$ cat src/hdl/vlq_enc_pkg.sv
`default_nettype none

package vlq_enc_pkg;

    localparam int VALUE_BITS  = 64;
    localparam int WORD_BITS   = 64;
    localparam int GROUP_BITS  = 7;
    localparam int BYTE_BITS   = 8;
    localparam int GROUP_COUNT = (WORD_BITS + GROUP_BITS - 1) / GROUP_BITS;
    localparam int EXT_BITS    = GROUP_COUNT * GROUP_BITS;
    localparam int IDX_W       = $clog2(GROUP_COUNT);

    localparam logic [BYTE_BITS-1:0] PREFIX_POS = 8'h80;
    localparam logic [BYTE_BITS-1:0] PREFIX_NEG = 8'hFF;

    localparam logic CMD_UNSIGNED = 1'b0;
    localparam logic CMD_SIGNED   = 1'b1;

    typedef enum logic [1:0] {
        ST_IDLE,
        ST_FIND,
        ST_PREFIX,
        ST_EMIT
    } vlq_state_t;

    typedef struct packed {
        logic load;
        logic find;
        logic emit_prefix;
        logic emit_group;
    } vlq_cmd_t;

    typedef struct packed {
        logic out_free;
        logic prefix_needed;
        logic idx_zero;
    } vlq_stat_t;

endpackage

`default_nettype wire

$ cat src/hdl/vlq_enc_dp.sv
`default_nettype none

module vlq_enc_dp
    import vlq_enc_pkg::*;
(
    input  wire logic                  clk,
    input  wire logic                  rst_n,
    input  wire vlq_cmd_t              cmd,
    output vlq_stat_t                  stat,
    input  wire logic                  command,
    input  wire logic [VALUE_BITS-1:0] value,
    output logic                       out_valid,
    input  wire logic                  out_ready,
    output logic [BYTE_BITS-1:0]       code_byte,
    output logic                       last_byte
);

    logic [EXT_BITS-1:0]   word_reg, word_next;
    logic                  neg_reg, neg_next;
    logic                  signed_reg, signed_next;
    logic [IDX_W-1:0]      idx_reg, idx_next;
    logic                  out_valid_reg, out_valid_next;
    logic [BYTE_BITS-1:0]  code_reg, code_next;
    logic                  last_reg, last_next;

    logic                  load_neg;
    logic [EXT_BITS-1:0]   ext_word;
    logic [GROUP_BITS-1:0] grp [GROUP_COUNT];
    logic [IDX_W-1:0]      top_idx;
    logic [GROUP_BITS-1:0] top_grp;
    logic [GROUP_BITS-1:0] cur_grp;
    logic                  idx_zero;
    logic                  out_free;

    assign load_neg = (command == CMD_SIGNED) && value[WORD_BITS-1];
    assign ext_word = EXT_BITS'($signed({load_neg, value[WORD_BITS-1:0]}));

    always_comb
    begin
        for (int k = 0; k < GROUP_COUNT; k++)
        begin
            grp[k] = word_reg[k*GROUP_BITS +: GROUP_BITS];
        end
    end

    // highest group that is not a copy of the sign
    always_comb
    begin
        top_idx = '0;
        for (int k = 0; k < GROUP_COUNT; k++)
        begin
            if (grp[k] != {GROUP_BITS{neg_reg}})
            begin
                top_idx = IDX_W'(k);
            end
        end
    end

    assign top_grp  = grp[top_idx];
    assign cur_grp  = grp[idx_reg];
    assign idx_zero = (idx_reg == '0);
    assign out_free = !out_valid_reg || out_ready;

    assign stat.out_free      = out_free;
    assign stat.prefix_needed = signed_reg && (top_grp[GROUP_BITS-1] != neg_reg);
    assign stat.idx_zero      = idx_zero;

    always_comb
    begin
        word_next   = word_reg;
        neg_next    = neg_reg;
        signed_next = signed_reg;
        idx_next    = idx_reg;
        if (cmd.load)
        begin
            word_next   = ext_word;
            neg_next    = load_neg;
            signed_next = (command == CMD_SIGNED);
        end
        if (cmd.find)
        begin
            idx_next = top_idx;
        end
        else if (cmd.emit_group && !idx_zero)
        begin
            idx_next = idx_reg - 1'b1;
        end
    end

    always_comb
    begin
        code_next      = code_reg;
        last_next      = last_reg;
        out_valid_next = out_valid_reg && !out_ready;
        if (cmd.emit_prefix)
        begin
            code_next      = neg_reg ? PREFIX_NEG : PREFIX_POS;
            last_next      = 1'b0;
            out_valid_next = 1'b1;
        end
        else if (cmd.emit_group)
        begin
            code_next      = {!idx_zero, cur_grp};
            last_next      = idx_zero;
            out_valid_next = 1'b1;
        end
    end

    always_ff @(posedge clk or negedge rst_n)
    begin
        if (!rst_n)
        begin
            out_valid_reg <= 1'b0;
        end
        else
        begin
            out_valid_reg <= out_valid_next;
        end
    end

    always_ff @(posedge clk)
    begin
        word_reg   <= word_next;
        neg_reg    <= neg_next;
        signed_reg <= signed_next;
        idx_reg    <= idx_next;
        code_reg   <= code_next;
        last_reg   <= last_next;
    end

    assign out_valid = out_valid_reg;
    assign code_byte = code_reg;
    assign last_byte = last_reg;

    a_last_no_cont: assert property (@(posedge clk) disable iff (!rst_n)
        (cmd.emit_prefix || cmd.emit_group) |=> (last_reg != code_reg[BYTE_BITS-1]))
        else $error("continuation flag disagrees with last byte");

    a_top_significant: assert property (@(posedge clk) disable iff (!rst_n)
        cmd.find |=> (idx_reg == '0) || (grp[idx_reg] != {GROUP_BITS{neg_reg}}))
        else $error("top kept group is a sign copy");

    a_emit_free: assert property (@(posedge clk) disable iff (!rst_n)
        (cmd.emit_prefix || cmd.emit_group) |-> out_free)
        else $error("byte written over a waiting byte");

endmodule

`default_nettype wire

$ cat src/hdl/vlq_enc_ctrl.sv
`default_nettype none

module vlq_enc_ctrl
    import vlq_enc_pkg::*;
(
    input  wire logic      clk,
    input  wire logic      rst_n,
    input  wire logic      in_valid,
    output logic           in_ready,
    input  wire vlq_stat_t stat,
    output vlq_cmd_t       cmd
);

    vlq_state_t state_reg, state_next;

    always_comb
    begin
        state_next = state_reg;
        case (state_reg)
            ST_IDLE:
            begin
                if (in_valid)
                begin
                    state_next = ST_FIND;
                end
            end
            ST_FIND:
            begin
                state_next = stat.prefix_needed ? ST_PREFIX : ST_EMIT;
            end
            ST_PREFIX:
            begin
                if (stat.out_free)
                begin
                    state_next = ST_EMIT;
                end
            end
            ST_EMIT:
            begin
                if (stat.out_free && stat.idx_zero)
                begin
                    state_next = ST_IDLE;
                end
            end
            default:
            begin
                state_next = ST_IDLE;
            end
        endcase
    end

    always_comb
    begin
        cmd      = '0;
        in_ready = 1'b0;
        case (state_reg)
            ST_IDLE:
            begin
                in_ready = 1'b1;
                cmd.load = in_valid;
            end
            ST_FIND:
            begin
                cmd.find = 1'b1;
            end
            ST_PREFIX:
            begin
                cmd.emit_prefix = stat.out_free;
            end
            ST_EMIT:
            begin
                cmd.emit_group = stat.out_free;
            end
            default:
            begin
                cmd = '0;
            end
        endcase
    end

    always_ff @(posedge clk or negedge rst_n)
    begin
        if (!rst_n)
        begin
            state_reg <= ST_IDLE;
        end
        else
        begin
            state_reg <= state_next;
        end
    end

    a_accept_find: assert property (@(posedge clk) disable iff (!rst_n)
        (in_valid && in_ready) |=> (state_reg == ST_FIND))
        else $error("accepted word not followed by group search");

    a_last_idle: assert property (@(posedge clk) disable iff (!rst_n)
        (cmd.emit_group && stat.idx_zero) |=> in_ready)
        else $error("not ready after last byte of a word");

    a_one_emit: assert property (@(posedge clk) disable iff (!rst_n)
        $onehot0({cmd.load, cmd.find, cmd.emit_prefix, cmd.emit_group}))
        else $error("conflicting datapath commands");

endmodule

`default_nettype wire

$ cat src/hdl/vlq_integer_encoder_core.sv
// Big-endian base-128 encoder: each 64-bit word becomes 1 to 10 bytes, seven bits per
// byte, most significant group first, bit 7 set on all but the last byte (last_byte
// marks it). command 0 encodes unsigned, 1 two's complement; signed words get a 0x80
// or 0xFF lead byte when the top kept group's bit 6 disagrees with the sign. A word is
// accepted, the top group that is not a sign copy is found, then bytes go out one per
// cycle while the output is free, through the group counter into the single output
// register. The next word is accepted while the last byte of the previous one still
// waits on the output.
`default_nettype none

module vlq_integer_encoder_core
    import vlq_enc_pkg::*;
(
    input  wire logic                  clk,
    input  wire logic                  rst_n,
    input  wire logic                  in_valid,
    output logic                       in_ready,
    input  wire logic                  command,
    input  wire logic [VALUE_BITS-1:0] value,
    output logic                       out_valid,
    input  wire logic                  out_ready,
    output logic [BYTE_BITS-1:0]       code_byte,
    output logic                       last_byte
);

    vlq_cmd_t  cmd;
    vlq_stat_t stat;

    vlq_enc_ctrl u_ctrl (
        .clk      (clk),
        .rst_n    (rst_n),
        .in_valid (in_valid),
        .in_ready (in_ready),
        .stat     (stat),
        .cmd      (cmd)
    );

    vlq_enc_dp u_dp (
        .clk       (clk),
        .rst_n     (rst_n),
        .cmd       (cmd),
        .stat      (stat),
        .command   (command),
        .value     (value),
        .out_valid (out_valid),
        .out_ready (out_ready),
        .code_byte (code_byte),
        .last_byte (last_byte)
    );

endmodule

`default_nettype wire
$ cat config.mk
export PLATFORM = sky130hd
export DESIGN_NAME = vlq_integer_encoder_core
export DESIGN_NICKNAME = d
export VERILOG_FILES = /design/src/hdl/vlq_enc_pkg.sv /design/src/hdl/vlq_enc_dp.sv /design/src/hdl/vlq_enc_ctrl.sv /design/src/hdl/vlq_integer_encoder_core.sv
export SDC_FILE = /design/constraint.sdc
export NUM_CORES = 1
export LEC_CHECK = 0
export CORE_ASPECT_RATIO = 0.7
export CORE_UTILIZATION = 45
export CTS_CLUSTER_SIZE = 10
export DETAILED_ROUTE_END_ITERATION = 10
export DONT_BUFFER_PORTS = 1
export PLACE_DENSITY = 0.73
export SLEW_MARGIN = 20
export SYNTH_ARGS = -nofsm -noshare
export SYNTH_HDL_FRONTEND = slang
export SYNTH_SLANG_ARGS = --single-unit
$ cat constraint.sdc
create_clock -name clk -period 2.81 [get_ports clk]
set_input_delay 0.281 -clock clk [delete_from_list [all_inputs] [get_ports clk]]
set_output_delay 0.281 -clock clk [all_outputs]
set_load 0.01 [all_outputs]
==> results of run 1 <==
routing by layer:
layer / up-vias / share of wire, % / global-route usage (%) / wire, µm
li1: 1120 / - / - / -
met1: 1167 / 47 / 26.9 / 3870
met2: 111 / 44 / 28.3 / 3600
met3: 11 / 7.9 / 7.25 / 648
met4: 0 / 1.4 / 6.75 / 116
met5: - / 0 / 0 / 0
metrics by stage:
stage | instance area, µm² | setup WS, ns | total power (W)
5_1_grt | 4400 | 0.00921 | 0.00457
4_1_cts | 4370 | 0.109 | 0.00435
3_5_place_dp | 4100 | 0.118 | 0.00333
2_1_floorplan | 3940 | 0.0347 | 0.00297
3_3_place_gp | 4100 | 0.196 | 0.00331
6_report | 4400 | 0.133 | 0.00435
critical path: stages, from the launching register on:
cell                       delay (ns)
sky130_fd_sc_hd__edfxtp_1        0.49
sky130_fd_sc_hd__buf_4           0.24
sky130_fd_sc_hd__nor4_1          0.26
sky130_fd_sc_hd__nand2_1         0.16
sky130_fd_sc_hd__a221oi_4        0.34
sky130_fd_sc_hd__o211a_4         0.24
sky130_fd_sc_hd__o21ai_2         0.06
sky130_fd_sc_hd__a21o_1          0.19
sky130_fd_sc_hd__a221oi_2        0.27
sky130_fd_sc_hd__mux2i_1         0.22
sky130_fd_sc_hd__nor3_1          0.07
path summary, 6_finish.rpt:
path,from,endpoint
max,u_dp.word_reg[64],u_ctrl.state_reg[0]
min,value[2],u_dp.word_reg[2]
max reg2reg,u_dp.word_reg[64],u_ctrl.state_reg[0]
min reg2reg,u_dp.last_byte,u_dp.last_byte
max in group asynchronous,rst_n,u_dp.out_valid
min in group asynchronous,rst_n,u_ctrl.state_reg[0]
layout make-up:
cell class	count	area, µm²	share of cell area, %
flip-flops and latches	82	2440	55.4
multi-input cells	175	1430	32.6
clock buffers	13	240	5.46
well taps	120	150	3.41
repair buffers	10	90.1	2.05
inverters	9	33.8	0.768
clock inverters	3	16.3	0.370
power by group:
part / internal (W) / switching [W]
registers: 0.00175 / 0.000233
logic: 0.000595 / 0.000752
clock network: 0.000594 / 0.000427
kinds of logic (layout without fill, tap and decap cells):
group	count (synthesis)	after routing	synth area share, %
and+or+nand+nor	98	98	13.9
xor gates and xnor gates	3	3	0.668
adders and majority gates	5	5	1.59
DFF	82	82	61.9
muxes	27	27	11.4
AOI/OAI and AO/OA	42	42	8.36
buffers and inverters	18	35	2.19
Yosys cell counts, drive strengths merged, types with 3 or more instances:
master and instances:
a21o 7, a21oi 5, and2 3, buf 3, clkbuf 6, dfrtp 3
edfxtp 78, ha 5, inv 9, mux2i 11, mux4 14, nand2 24
nand2b 4, nand3 4, nand4 16, nor2 14, nor4 11, o21ai 12
o22ai 3, or2 7, or4 7
layout by cell type, fill, tap and decap left out, types with 5 or more instances in the layout:
cell	count
sky130_fd_sc_hd__nor2_1	12
sky130_fd_sc_hd__nor4_1	10
sky130_fd_sc_hd__a21o_1	7
sky130_fd_sc_hd__mux4_2	14
sky130_fd_sc_hd__or2_2	5
sky130_fd_sc_hd__buf_4	8
sky130_fd_sc_hd__nand2_1	24
sky130_fd_sc_hd__edfxtp_1	78
sky130_fd_sc_hd__ha_1	5
sky130_fd_sc_hd__mux2i_1	11
sky130_fd_sc_hd__inv_1	9
sky130_fd_sc_hd__a21oi_1	5
sky130_fd_sc_hd__clkbuf_16	9
sky130_fd_sc_hd__nand4_1	16
sky130_fd_sc_hd__o21ai_0	11
timing repair:
item,CTS,global route
endpoints found under the hold margin,3,0
hold buffers,1,0
resized for setup,0,3
setup endpoints to repair,0,1
setup buffers,0,2
==> key figures, run 1 <==
Synthesis
  • Syn Area/Cell: 14.3 µm²
  • Synth warn: 0
  • Post-Synthesis Net Count: 349
  • Share of synthesized registers carrying an async set or reset: 3.66%
  • Yosys top cell by area: sky130_fd_sc_hd__edfxtp_1
  • Share of the synthesized area in the top cell type: 59.5%
  • Ranking of synthesized cells by area: sky130_fd_sc_hd__edfxtp_1 (60%), sky130_fd_sc_hd__mux4_2 (8.0%), sky130_fd_sc_hd__mux2i_1 (2.8%), sky130_fd_sc_hd__nand4_1 (2.5%), sky130_fd_sc_hd__nand2_1 (2.3%)
  • Number of flops mapped to enable cells by yosys: 78
  • Post-synthesis register bit count: 82
  • Cells after Synth: 275
  • Number of distinct library cells after synthesis: 51
  • Most common flop cell mapped by yosys: sky130_fd_sc_hd__edfxtp_1
  • Total standard cell area after synthesis: 3940 µm²
  • Share of the yosys chip area belonging to registers: 61.9%

GRT
  • GRT overflow: 0
  • Wire length of the first global-routing pass: 12,600 µm
  • Maximum number of pins on one net before global-route repair: 67
  • Number of antenna violations at the first check in global routing: 0
  • Overall track demand over capacity in global routing: 19.5%
  • Via count of the first global-routing pass: 2,367

STA
  • Hold violation total from the final report: 0
  • Clock period minus final worst setup slack: 2.68 ns
  • Fin Hold WS: 0.0350 ns
  • Maximum clock rate: 374 MHz
  • Final slew viol count: 0
  • Worst clock skew: 0.00801 ns
  • Setup_tns: 0 ns
  • Transition time of the tightest slew-check pin: 0.690 ns
  • Final period util: 95.3%
  • Setup-failing EPs final: 0
  • Unrepaired setup endpoints after global routing: no
  • Slew margin rel.: 53.5%

Floorplan
  • Height of the die: 80.2 µm
  • Standard cell core area: 8480 µm²
  • Area of the die: 9130 µm²
  • IO Count: 80
  • Horizontal die dimension: 114 µm
  • Starting density of the core: 46.4%
  • Num rows: 28

Power
  • Leakage: 1.43 nW
  • Pwr per Cell Area: 989 nW/µm²
  • Worst vdd rail ir drop: 0.000494 V

Clock network
  • Clock latency on the worst-skew pair: 0.34 ns
  • CTS root buf: sky130_fd_sc_hd__clkbuf_16
  • Clock tree from TritonCTS: yes
  • Clock transition at the registers of the reported paths: 0.06 ns
  • Clk buf depth: 2
  • Number of buffers added by the clock tree synthesis step: 9
  • CTS H-Tree Depth: 3
  • TritonCTS sink count: 82

Route
  • Iteration-0 DRC count of the detailed router: 242
  • Antenna viol nets, final: 0
  • Router iterations before antenna repair: 5
  • Number of remaining DRC errors: 0
  • Average wire per standard cell: 20.0 µm
  • DR vias: 2,409
  • Vias per cell: 5.85
  • Detailed Route WL: 8240 µm

Outcome
  • Outcome: complete, no violations

Finish
  • Layout overhead on the synthesized area: 11.8%
  • Final instance count without filler cells: 412
  • Proportion of layout cells with a drive suffix above 1: 19.9%
  • Largest register FFs: 65
  • Fin nets: 361
  • Diodes inserted: 0
  • Utilization after layout: 51.9%
  • Count of filler cells inserted in the layout: 731

Setup path
  • Sort of element at the end of the critical path: flip-flop
  • Critical Path Source Type: flip-flop
  • Setup CP Type: reg -> reg
  • Count of cells along the worst register-to-register path: 10
  • Critical Path RT: 3.02 ns
  • Data arrival at the endpoint of the critical path: 2.89 ns
  • Crit Path Max Fanout: 16
  • Minimum setup slack among reg-to-reg paths: 0.13 ns

Place
  • HPWL Detailed: 6100 µm
  • Routability congestion estimate: 0.942
  • Cells after DPL: 393
  • Count of port buffers added during placement: 0

Job
  • Number of max-cap violations: 0

Min path
  • Worst min-delay path category: in -> reg
  • Cell count of the worst hold path: 0
(Power assumes the default switching activity.)
==> run 2: changes to the inputs <==
Settings changed: CORE_ASPECT_RATIO 0.7 to not set.
==> run 2 against run 1 <==
Sequential cell count stayed put. Highest routed layer unchanged. Critical path type unchanged. Clock-buffer cell count shrank 4. Sequential share of layout area is 1.8 points lower. Hold slack worse by 0.018 ns.
==> key figures, run 2 (synthesized netlist as in run 1, its figures left out) <==
Clock network
  • Number of buffers added by the clock tree synthesis step: 9 (unchanged)
  • CTS root buf: sky130_fd_sc_hd__clkbuf_8 (was sky130_fd_sc_hd__clkbuf_16)
  • TritonCTS sink count: 82 (unchanged)
  • Clock latency on the worst-skew pair: 0.36 ns (was 0.34 ns)
  • Clock transition at the registers of the reported paths: 0.08 ns (was 0.06 ns)
  • Clock tree from TritonCTS: yes (unchanged)
  • Clk buf depth: 2 (unchanged)
  • CTS H-Tree Depth: 3 (unchanged)

Place
  • Total cell area at the placement stage: 4090 µm² (was 4100 µm²)
  • HPWL Detailed: 5920 µm (was 6100 µm)
  • Routability congestion estimate: 0.881 (was 0.942)
  • Cells after DPL: 379 (was 393)
  • Count of port buffers added during placement: 0 (unchanged)

STA
  • Final period util: 94.8% (was 95.3%)
  • Transition time of the tightest slew-check pin: 0.605 ns (was 0.690 ns)
  • Hold violation total from the final report: 0 (unchanged)
  • Clock period minus final worst setup slack: 2.66 ns (was 2.68 ns)
  • Slew margin rel.: 59.5% (was 53.5%)
  • Worst clock skew: 0.0130 ns (was 0.00801 ns)
  • Final slew viol count: 0 (unchanged)
  • Maximum clock rate: 375 MHz (was 374 MHz)
  • Setup-failing EPs final: 0 (unchanged)

GRT
  • Via count of the first global-routing pass: 2,461 (was 2,367)
  • Number of antenna violations at the first check in global routing: 0 (unchanged)
  • Overall track demand over capacity in global routing: 19.4% (was 19.5%)
  • GRT overflow: 0 (unchanged)
  • Wire length of the first global-routing pass: 12,600 µm (about the same)
  • Maximum number of pins on one net before global-route repair: 67 (unchanged)

Power
  • Pwr per Cell Area: 922 nW/µm² (was 989 nW/µm²)
  • Worst vdd rail ir drop: 0.000437 V (was 0.000494 V)
  • Part of the total power dissipated in the clock network: 20.5% (was 23.5%)
  • Final total power: 0.00419 W (was 0.00435 W)
  • Net switching fraction of the power: 33.7% (was 32.4%)
  • Share of power burned in registers: 47.2% (was 45.6%)
  • Internal power of the cells: 0.00278 W (was 0.00294 W)
  • Share of power burned in combinational logic: 32.3% (was 30.9%)
  • Switching power summed over all nets: 0.00141 W (about the same)
  • Leakage: 1.51 nW (was 1.43 nW)

Route
  • Detailed Route WL: 8030 µm (was 8240 µm)
  • DR vias: 2,458 (was 2,409)
  • Number of remaining DRC errors: 0 (unchanged)
  • Highest routed layer: met4 (unchanged)
  • Sum of met2 wire segment lengths after detailed routing: 4010 µm (was 3600 µm)
  • Router iterations before antenna repair: 4 (was 5)
  • DRT met1 WL: 3320 µm (was 3870 µm)
  • Antenna viol nets, final: 0 (unchanged)
  • Met3 Routed Length: 500 µm (was 648 µm)
  • Average wire per standard cell: 19.3 µm (was 20.0 µm)
  • Iteration-0 DRC count of the detailed router: 150 (was 242)
  • Vias per cell: 5.91 (was 5.85)

Finish
  • Count of filler cells inserted in the layout: 709 (was 731)
  • Largest register FFs: 65 (unchanged)
  • Layout overhead on the synthesized area: 15.6% (was 11.8%)
  • Post-route cell area: 4550 µm² (was 4400 µm²)
  • Proportion of layout cells with a drive suffix above 1: 20.9% (was 19.9%)
  • Diodes inserted: 0 (unchanged)
  • Leading cell type in the layout, fill and taps excluded: sky130_fd_sc_hd__edfxtp_1 (unchanged)
  • Flip-flop and latch area: 2440 µm² (unchanged)
  • Highest-count cells in the layout ignoring fill and taps: sky130_fd_sc_hd__edfxtp_1 (78), sky130_fd_sc_hd__nand2_1 (24), sky130_fd_sc_hd__dlygate4sd3_1 (20) (was sky130_fd_sc_hd__edfxtp_1 (78), sky130_fd_sc_hd__nand2_1 (24), sky130_fd_sc_hd__nand4_1 (16))
  • Utilization after layout: 54.5% (was 51.9%)
  • Fin nets: 380 (was 361)
  • Area of the multi-input gates: 1460 µm² (was 1430 µm²)
  • Final instance count without filler cells: 416 (was 412)

Floorplan
  • Height of the die: 95.5 µm (was 80.2 µm)
  • Horizontal die dimension: 95.5 µm (was 114 µm)
  • Area of the die: 9120 µm² (was 9130 µm²)
  • Num rows: 33 (was 28)
  • Starting density of the core: 47.2% (was 46.4%)
  • IO Count: 80 (unchanged)
  • Standard cell core area: 8340 µm² (was 8480 µm²)

Setup path
  • Setup CP Type: reg -> reg (unchanged)
  • Critical Path RT: 3.05 ns (was 3.02 ns)
  • Data arrival at the endpoint of the critical path: 2.91 ns (was 2.89 ns)
  • Largest incremental delay on the critical path: 0.47 ns (was 0.49 ns)
  • Buffer and inverter count on the worst path: 1 (unchanged)
  • Worst-path cell with the longest stage delay: sky130_fd_sc_hd__edfxtp_1 (unchanged)
  • Sort of element at the end of the critical path: flip-flop (unchanged)
  • Crit Path Max Fanout: 13 (was 16)
  • Critical Path Source Type: flip-flop (unchanged)
  • Cell family with most CP delay: compound AO/OA/AOI/OAI gates (unchanged)
  • Cell-by-cell listing of the critical path: buf_4 > nand4_1 > or2_2 > o2bb2ai_1 > o21ba_2 > nand2b_1 > a21o_1 > a221oi_2 > mux2i_1 > nor3_1 (was buf_4 > nor4_1 > nand2_1 > a221oi_4 > o211a_4 > o21ai_2 > a21o_1 > a221oi_2 > mux2i_1 > nor3_1)

Outcome
  • Outcome: complete, no violations (unchanged)

Min path
  • Worst min-delay path category: in -> reg (unchanged)

Job
  • Number of max-cap violations: 0 (unchanged)
## run 2: cell types whose count changed in the layout (fill, tap and decap cells not counted), sizes merged
cell,before,now
bufinv,0,1
clkinv,2,3
clkbuf,13,9
dlygate4sd3,1,20
inv,9,11
## run 2: routing by layer
layer	GRT usage, %	vias to the layer above
met1	24.3	1180
li1	-	1158
met4	8.46	0
met2	31.4	106
met3	5.26	14
met5	0	-
## run 2: worst paths after layout
path	startpoint	to	slack, ns	depth (start not counted)
min in group asynchronous	rst_n	u_dp.out_valid	0.18	1
min reg2reg	u_dp.last_byte	u_dp.last_byte	0.57	2
max in group asynchronous	rst_n	u_ctrl.state_reg[0]	2.47	1
max reg2reg	u_dp.word_reg[64]	u_ctrl.state_reg[0]	0.15	10
max	u_dp.word_reg[64]	u_ctrl.state_reg[0]	0.15	10
min	value[6]	u_dp.word_reg[6]	0.02	0
## run 2: area by class of cell
class,instances,share of cell area (%)
well taps,105,2.89
multi-input cells,175,32.1
clock buffers,9,2.72
clock inverters,7,1.68
inverters,9,0.743
repair buffers,29,6.24
flip-flops and latches,82,53.6
## run 2: repair_timing
item	4_1_cts	5_1_grt
gates resized for setup	0	10
hold endpoints to repair	22	0
hold buffers	20	0
endpoints found under the setup margin	0	1
buffers inserted	0	1
## run 2: through the flow
step | setup WS [ns] | setup TNS (ns) | hold slack, ns
3_5_place_dp | 0.209 | 0 | -0.0145
6_report | 0.145 | 0 | 0.0171
4_1_cts | 0.175 | 0 | 0.00515
3_3_place_gp | 0.239 | 0 | -0.0145
2_1_floorplan | 0.0347 | 0 | -0.0146
5_1_grt | -0.0131 | -0.0131 | 0.00555
## run 2: power by group through the flow
stage               Sequential (W)  Combinational (W)  Clock [W]
floorplan                  0.00193            0.00104          0
global placement           0.00199            0.00129          0
detailed placement         0.00200            0.00132          0
CTS                        0.00197            0.00136   0.000876
global route               0.00202            0.00149   0.000924
finish                     0.00198            0.00135   0.000861
==> run 3: changes to the inputs <==
Settings changed: ABC_AREA set to 1, CORE_UTILIZATION 45 to 31, PLACE_DENSITY 0.73 to 0.57.
==> run 3 against run 2 <==
Clock-buffer cell count grew 3. Largest cell class unchanged. Non-clock buffer count shrank 23. Synthesized cell count grew 47%. Register-to-register slack gained 0.38 ns. Via count grew 18%. Combinational power grew 6%. Die area grew 47%. Sequential cell count is the same. Final cell count grew 41%. Critical path type unchanged. Power grew 7.6%. First-iteration DRC count grew 18%. Clock power grew 29%.
==> key figures, run 3 <==
Min path
  • Worst Hold End: u_dp.word_reg[61] (was u_dp.word_reg[6])
  • Cell count of the worst hold path: 0 (unchanged)
  • Worst min-delay path category: in -> reg (unchanged)
  • Startpoint of the worst hold path: value[61] (was value[6])

Clock network
  • Number of buffers added by the clock tree synthesis step: 9 (unchanged)
  • Cells resized by post-CTS repair: 0 (unchanged)
  • CTS H-Tree Depth: 3 (unchanged)
  • TritonCTS sink count: 82 (unchanged)
  • CTS root buf: sky130_fd_sc_hd__clkbuf_16 (was sky130_fd_sc_hd__clkbuf_8)
  • Clock tree from TritonCTS: yes (unchanged)
  • Clock latency on the worst-skew pair: 0.33 ns (was 0.36 ns)
  • Clock transition at the registers of the reported paths: 0.06 ns (was 0.08 ns)
  • Clk buf depth: 2 (unchanged)

Synthesis
  • Cells after Synth: 404 (was 275)
  • Number of distinct library cells after synthesis: 31 (was 51)
  • Most common flop cell mapped by yosys: sky130_fd_sc_hd__edfxtp_1 (unchanged)
  • Most frequent cell after synthesis: sky130_fd_sc_hd__edfxtp_1 (unchanged)
  • Post-Synthesis Net Count: 478 (was 349)
  • Number of flops mapped to enable cells by yosys: 78 (unchanged)
  • Yosys top cell by area: sky130_fd_sc_hd__edfxtp_1 (unchanged)
  • Share of the synthesized area in the top cell type: 58.4% (was 59.5%)
  • Synth warn: 0 (unchanged)
  • Most common library cells after synthesis: sky130_fd_sc_hd__edfxtp_1 (78), sky130_fd_sc_hd__nand2_1 (62), sky130_fd_sc_hd__inv_1 (48), sky130_fd_sc_hd__nor2_1 (46), sky130_fd_sc_hd__o21ai_0 (41) (was sky130_fd_sc_hd__edfxtp_1 (78), sky130_fd_sc_hd__nand2_1 (24), sky130_fd_sc_hd__nand4_1 (16), sky130_fd_sc_hd__mux4_2 (14), sky130_fd_sc_hd__nor2_1 (13))
  • Ranking of synthesized cells by area: sky130_fd_sc_hd__edfxtp_1 (58%), sky130_fd_sc_hd__nand2_1 (5.8%), sky130_fd_sc_hd__o21ai_0 (5.1%), sky130_fd_sc_hd__inv_1 (4.5%), sky130_fd_sc_hd__nor2_1 (4.3%) (was sky130_fd_sc_hd__edfxtp_1 (60%), sky130_fd_sc_hd__mux4_2 (8.0%), sky130_fd_sc_hd__mux2i_1 (2.8%), sky130_fd_sc_hd__nand4_1 (2.5%), sky130_fd_sc_hd__nand2_1 (2.3%))
  • Share of the yosys chip area belonging to registers: 60.8% (was 61.9%)
  • Syn Area/Cell: 9.92 µm² (was 14.3 µm²)
  • Post-synthesis register bit count: 82 (unchanged)
  • Total standard cell area after synthesis: 4010 µm² (was 3940 µm²)
  • Share of synthesized registers carrying an async set or reset: 3.66% (unchanged)

Route
  • Average wire per standard cell: 16.0 µm (was 19.3 µm)
  • Router iterations before antenna repair: 6 (was 4)
  • Antenna viol nets, final: 0 (unchanged)
  • Iteration-0 DRC count of the detailed router: 177 (was 150)
  • Detailed Route WL: 9370 µm (was 8030 µm)
  • Number of remaining DRC errors: 0 (unchanged)
  • Vias per cell: 4.94 (was 5.91)
  • DR vias: 2,896 (was 2,458)

Floorplan
  • Area of the die: 13,400 µm² (was 9120 µm²)
  • Num rows: 41 (was 33)
  • Standard cell core area: 12,600 µm² (was 8340 µm²)
  • IO Count: 80 (unchanged)
  • Height of the die: 116 µm (was 95.5 µm)
  • Starting density of the core: 31.8% (was 47.2%)
  • Horizontal die dimension: 116 µm (was 95.5 µm)

GRT
  • Via count of the first global-routing pass: 2,781 (was 2,461)
  • GRT overflow: 0 (unchanged)
  • Number of antenna violations at the first check in global routing: 0 (unchanged)
  • Overall track demand over capacity in global routing: 14.6% (was 19.4%)
  • Wire length of the first global-routing pass: 14,400 µm (was 12,600 µm)
  • Maximum number of pins on one net before global-route repair: 50 (was 67)

Setup path
  • Cell-by-cell listing of the critical path: buf_4 > inv_2 > nand3_1 > o32ai_2 > and2_1 > o21ai_2 > inv_2 > nand3_1 > nand2_1 > nand2_1 > nand3_1 > nand2_1 > nand3_1 > nand2_1 > a21oi_2 (was buf_4 > nand4_1 > or2_2 > o2bb2ai_1 > o21ba_2 > nand2b_1 > a21o_1 > a221oi_2 > mux2i_1 > nor3_1)
  • Critical Path Source Type: flip-flop (unchanged)
  • Largest incremental delay on the critical path: 0.36 ns (was 0.47 ns)
  • Buffer and inverter count on the worst path: 3 (was 1)
  • Count of cells along the worst register-to-register path: 15 (was 10)
  • Setup CP Type: reg -> reg (unchanged)
  • Sort of element at the end of the critical path: flip-flop (unchanged)
  • Cell family with most CP delay: simple AND/OR/NAND/NOR gates (was compound AO/OA/AOI/OAI gates)
  • Minimum setup slack among reg-to-reg paths: 0.53 ns (was 0.15 ns)
  • Worst-path cell with the longest stage delay: sky130_fd_sc_hd__edfxtp_1 (unchanged)
  • Worst flop-to-flop path endpoint: u_ctrl.state_reg[0] (unchanged)
  • Critical Path RT: 3.07 ns (was 3.05 ns)
  • Crit Path Max Fanout: 18 (was 13)
  • Worst r2r src: u_dp.word_reg[64] (unchanged)
  • Data arrival at the endpoint of the critical path: 2.54 ns (was 2.91 ns)

STA
  • Worst clock skew: 0.00617 ns (was 0.0130 ns)
  • Hold violation total from the final report: 0 (unchanged)
  • Final period util: 81.3% (was 94.8%)
  • Post-route worst setup slack: 0.526 ns (was 0.145 ns)
  • Slew margin rel.: 55.2% (was 59.5%)
  • Final slew viol count: 0 (unchanged)
  • Maximum clock rate: 438 MHz (was 375 MHz)
  • Setup-failing EPs final: 0 (unchanged)
  • Clock period minus final worst setup slack: 2.28 ns (was 2.66 ns)
  • Setup_tns: 0 ns (unchanged)
  • Unrepaired setup endpoints after global routing: no
  • Transition time of the tightest slew-check pin: 0.665 ns (was 0.605 ns)

Place
  • Cells after DPL: 569 (was 379)
  • Worst slack at placement: 0.561 ns (was 0.209 ns)
  • Count of port buffers added during placement: 0 (unchanged)
  • HPWL Detailed: 6990 µm (was 5920 µm)
  • Routability congestion estimate: 1.03 (was 0.881)

Finish
  • Leading cell type in the layout, fill and taps excluded: sky130_fd_sc_hd__edfxtp_1 (unchanged)
  • Largest register FFs: 65 (unchanged)
  • Proportion of layout cells with a drive suffix above 1: 7.25% (was 20.9%)
  • Diodes inserted: 0 (unchanged)
  • Final instance count without filler cells: 586 (was 416)
  • Utilization after layout: 35.7% (was 54.5%)
  • Layout overhead on the synthesized area: 12.3% (was 15.6%)
  • Fin nets: 483 (was 380)
  • Highest-count cells in the layout ignoring fill and taps: sky130_fd_sc_hd__edfxtp_1 (78), sky130_fd_sc_hd__nand2_1 (62), sky130_fd_sc_hd__inv_1 (47) (was sky130_fd_sc_hd__edfxtp_1 (78), sky130_fd_sc_hd__nand2_1 (24), sky130_fd_sc_hd__dlygate4sd3_1 (20))

Power
  • Pwr per Cell Area: 1000 nW/µm² (was 922 nW/µm²)
  • Worst vdd rail ir drop: 0.000495 V (was 0.000437 V)
  • Leakage: 1.66 nW (was 1.51 nW)

Job
  • Number of max-cap violations: 0 (unchanged)

Outcome
  • Outcome: complete, no violations (unchanged)
[run 3: changes by cell type in the layout (fill, tap and decap cells not counted), moves of 11 or more]
cell                            before  now
sky130_fd_sc_hd__mux2i_1            11    0
sky130_fd_sc_hd__mux4_2             14    0
sky130_fd_sc_hd__a21oi_1             5   27
sky130_fd_sc_hd__inv_1               9   47
sky130_fd_sc_hd__nand2_1            24   62
sky130_fd_sc_hd__nor2_1             12   46
sky130_fd_sc_hd__dlygate4sd3_1      20    1
sky130_fd_sc_hd__nand3_1             4   28
sky130_fd_sc_hd__o21ai_0            11   41
[run 3: final cells by class]
cell class              count  area (µm²)
clock inverters             4        42.5
repair buffers              6        60.1
well taps                 172         215
inverters                  54         203
multi-input cells         256        1310
fillers                  1292        8120
clock buffers              12         236
flip-flops and latches     82        2440
[run 3: where the power goes]
part           switching (W)  internal (W)
logic               0.000982      0.000449
clock network       0.000428      0.000681
registers           0.000239       0.00173
[run 3: per-layer routing]
metal	GRT usage, %	up-vias	share of wire, %
met5	0	-	0
met4	4.53	0	1.4
li1	-	1420	-
met1	18.1	1361	43
met3	4.76	9	7.8
met2	24.2	106	47
[run 3: worst max-delay path by stage]
stage / slack, ns / to / cells after the start / startpoint
finish: 0.53 / u_ctrl.state_reg[0] / 15 / u_dp.word_reg[64]
detailed placement: 0.56 / u_ctrl.state_reg[0] / 15 / u_dp.word_reg[64]
CTS: 0.52 / u_ctrl.state_reg[0] / 15 / u_dp.word_reg[64]
global route: 0.24 / u_ctrl.state_reg[0] / 22 / u_dp.word_reg[64]
global placement: 0.66 / u_ctrl.state_reg[0] / 9 / u_dp.idx_reg[1]
floorplan: 0.28 / u_dp.signed_reg / 4 / u_ctrl.state_reg[0]
[run 3: what timing repair did]
item	in CTS	in global routing
endpoints found under the hold margin	3	0
setup buffers	0	0
hold buffers	1	0
[run 3: cells by family after synthesis]
kind of cell / Yosys count / share of synthesized area [%]
AOI/OAI and AO/OA: 86 / 12.3
xor gates and xnor gates: 2 / 0.437
adders and majority gates: 5 / 1.56
buffers and inverters: 66 / 6.56
DFF: 82 / 60.8
and+or+nand+nor: 163 / 18.4
[run 3: metrics by stage]
step	power, W	hold slack (ns)	instance area [µm²]
finish	0.00451	0.0418	4500
global route	0.00481	0.0208	4500
CTS	0.00454	0.0279	4500
detailed placement	0.00341	-0.0144	4210
global placement	0.00338	-0.0144	4210
floorplan	0.00299	-0.0146	4010
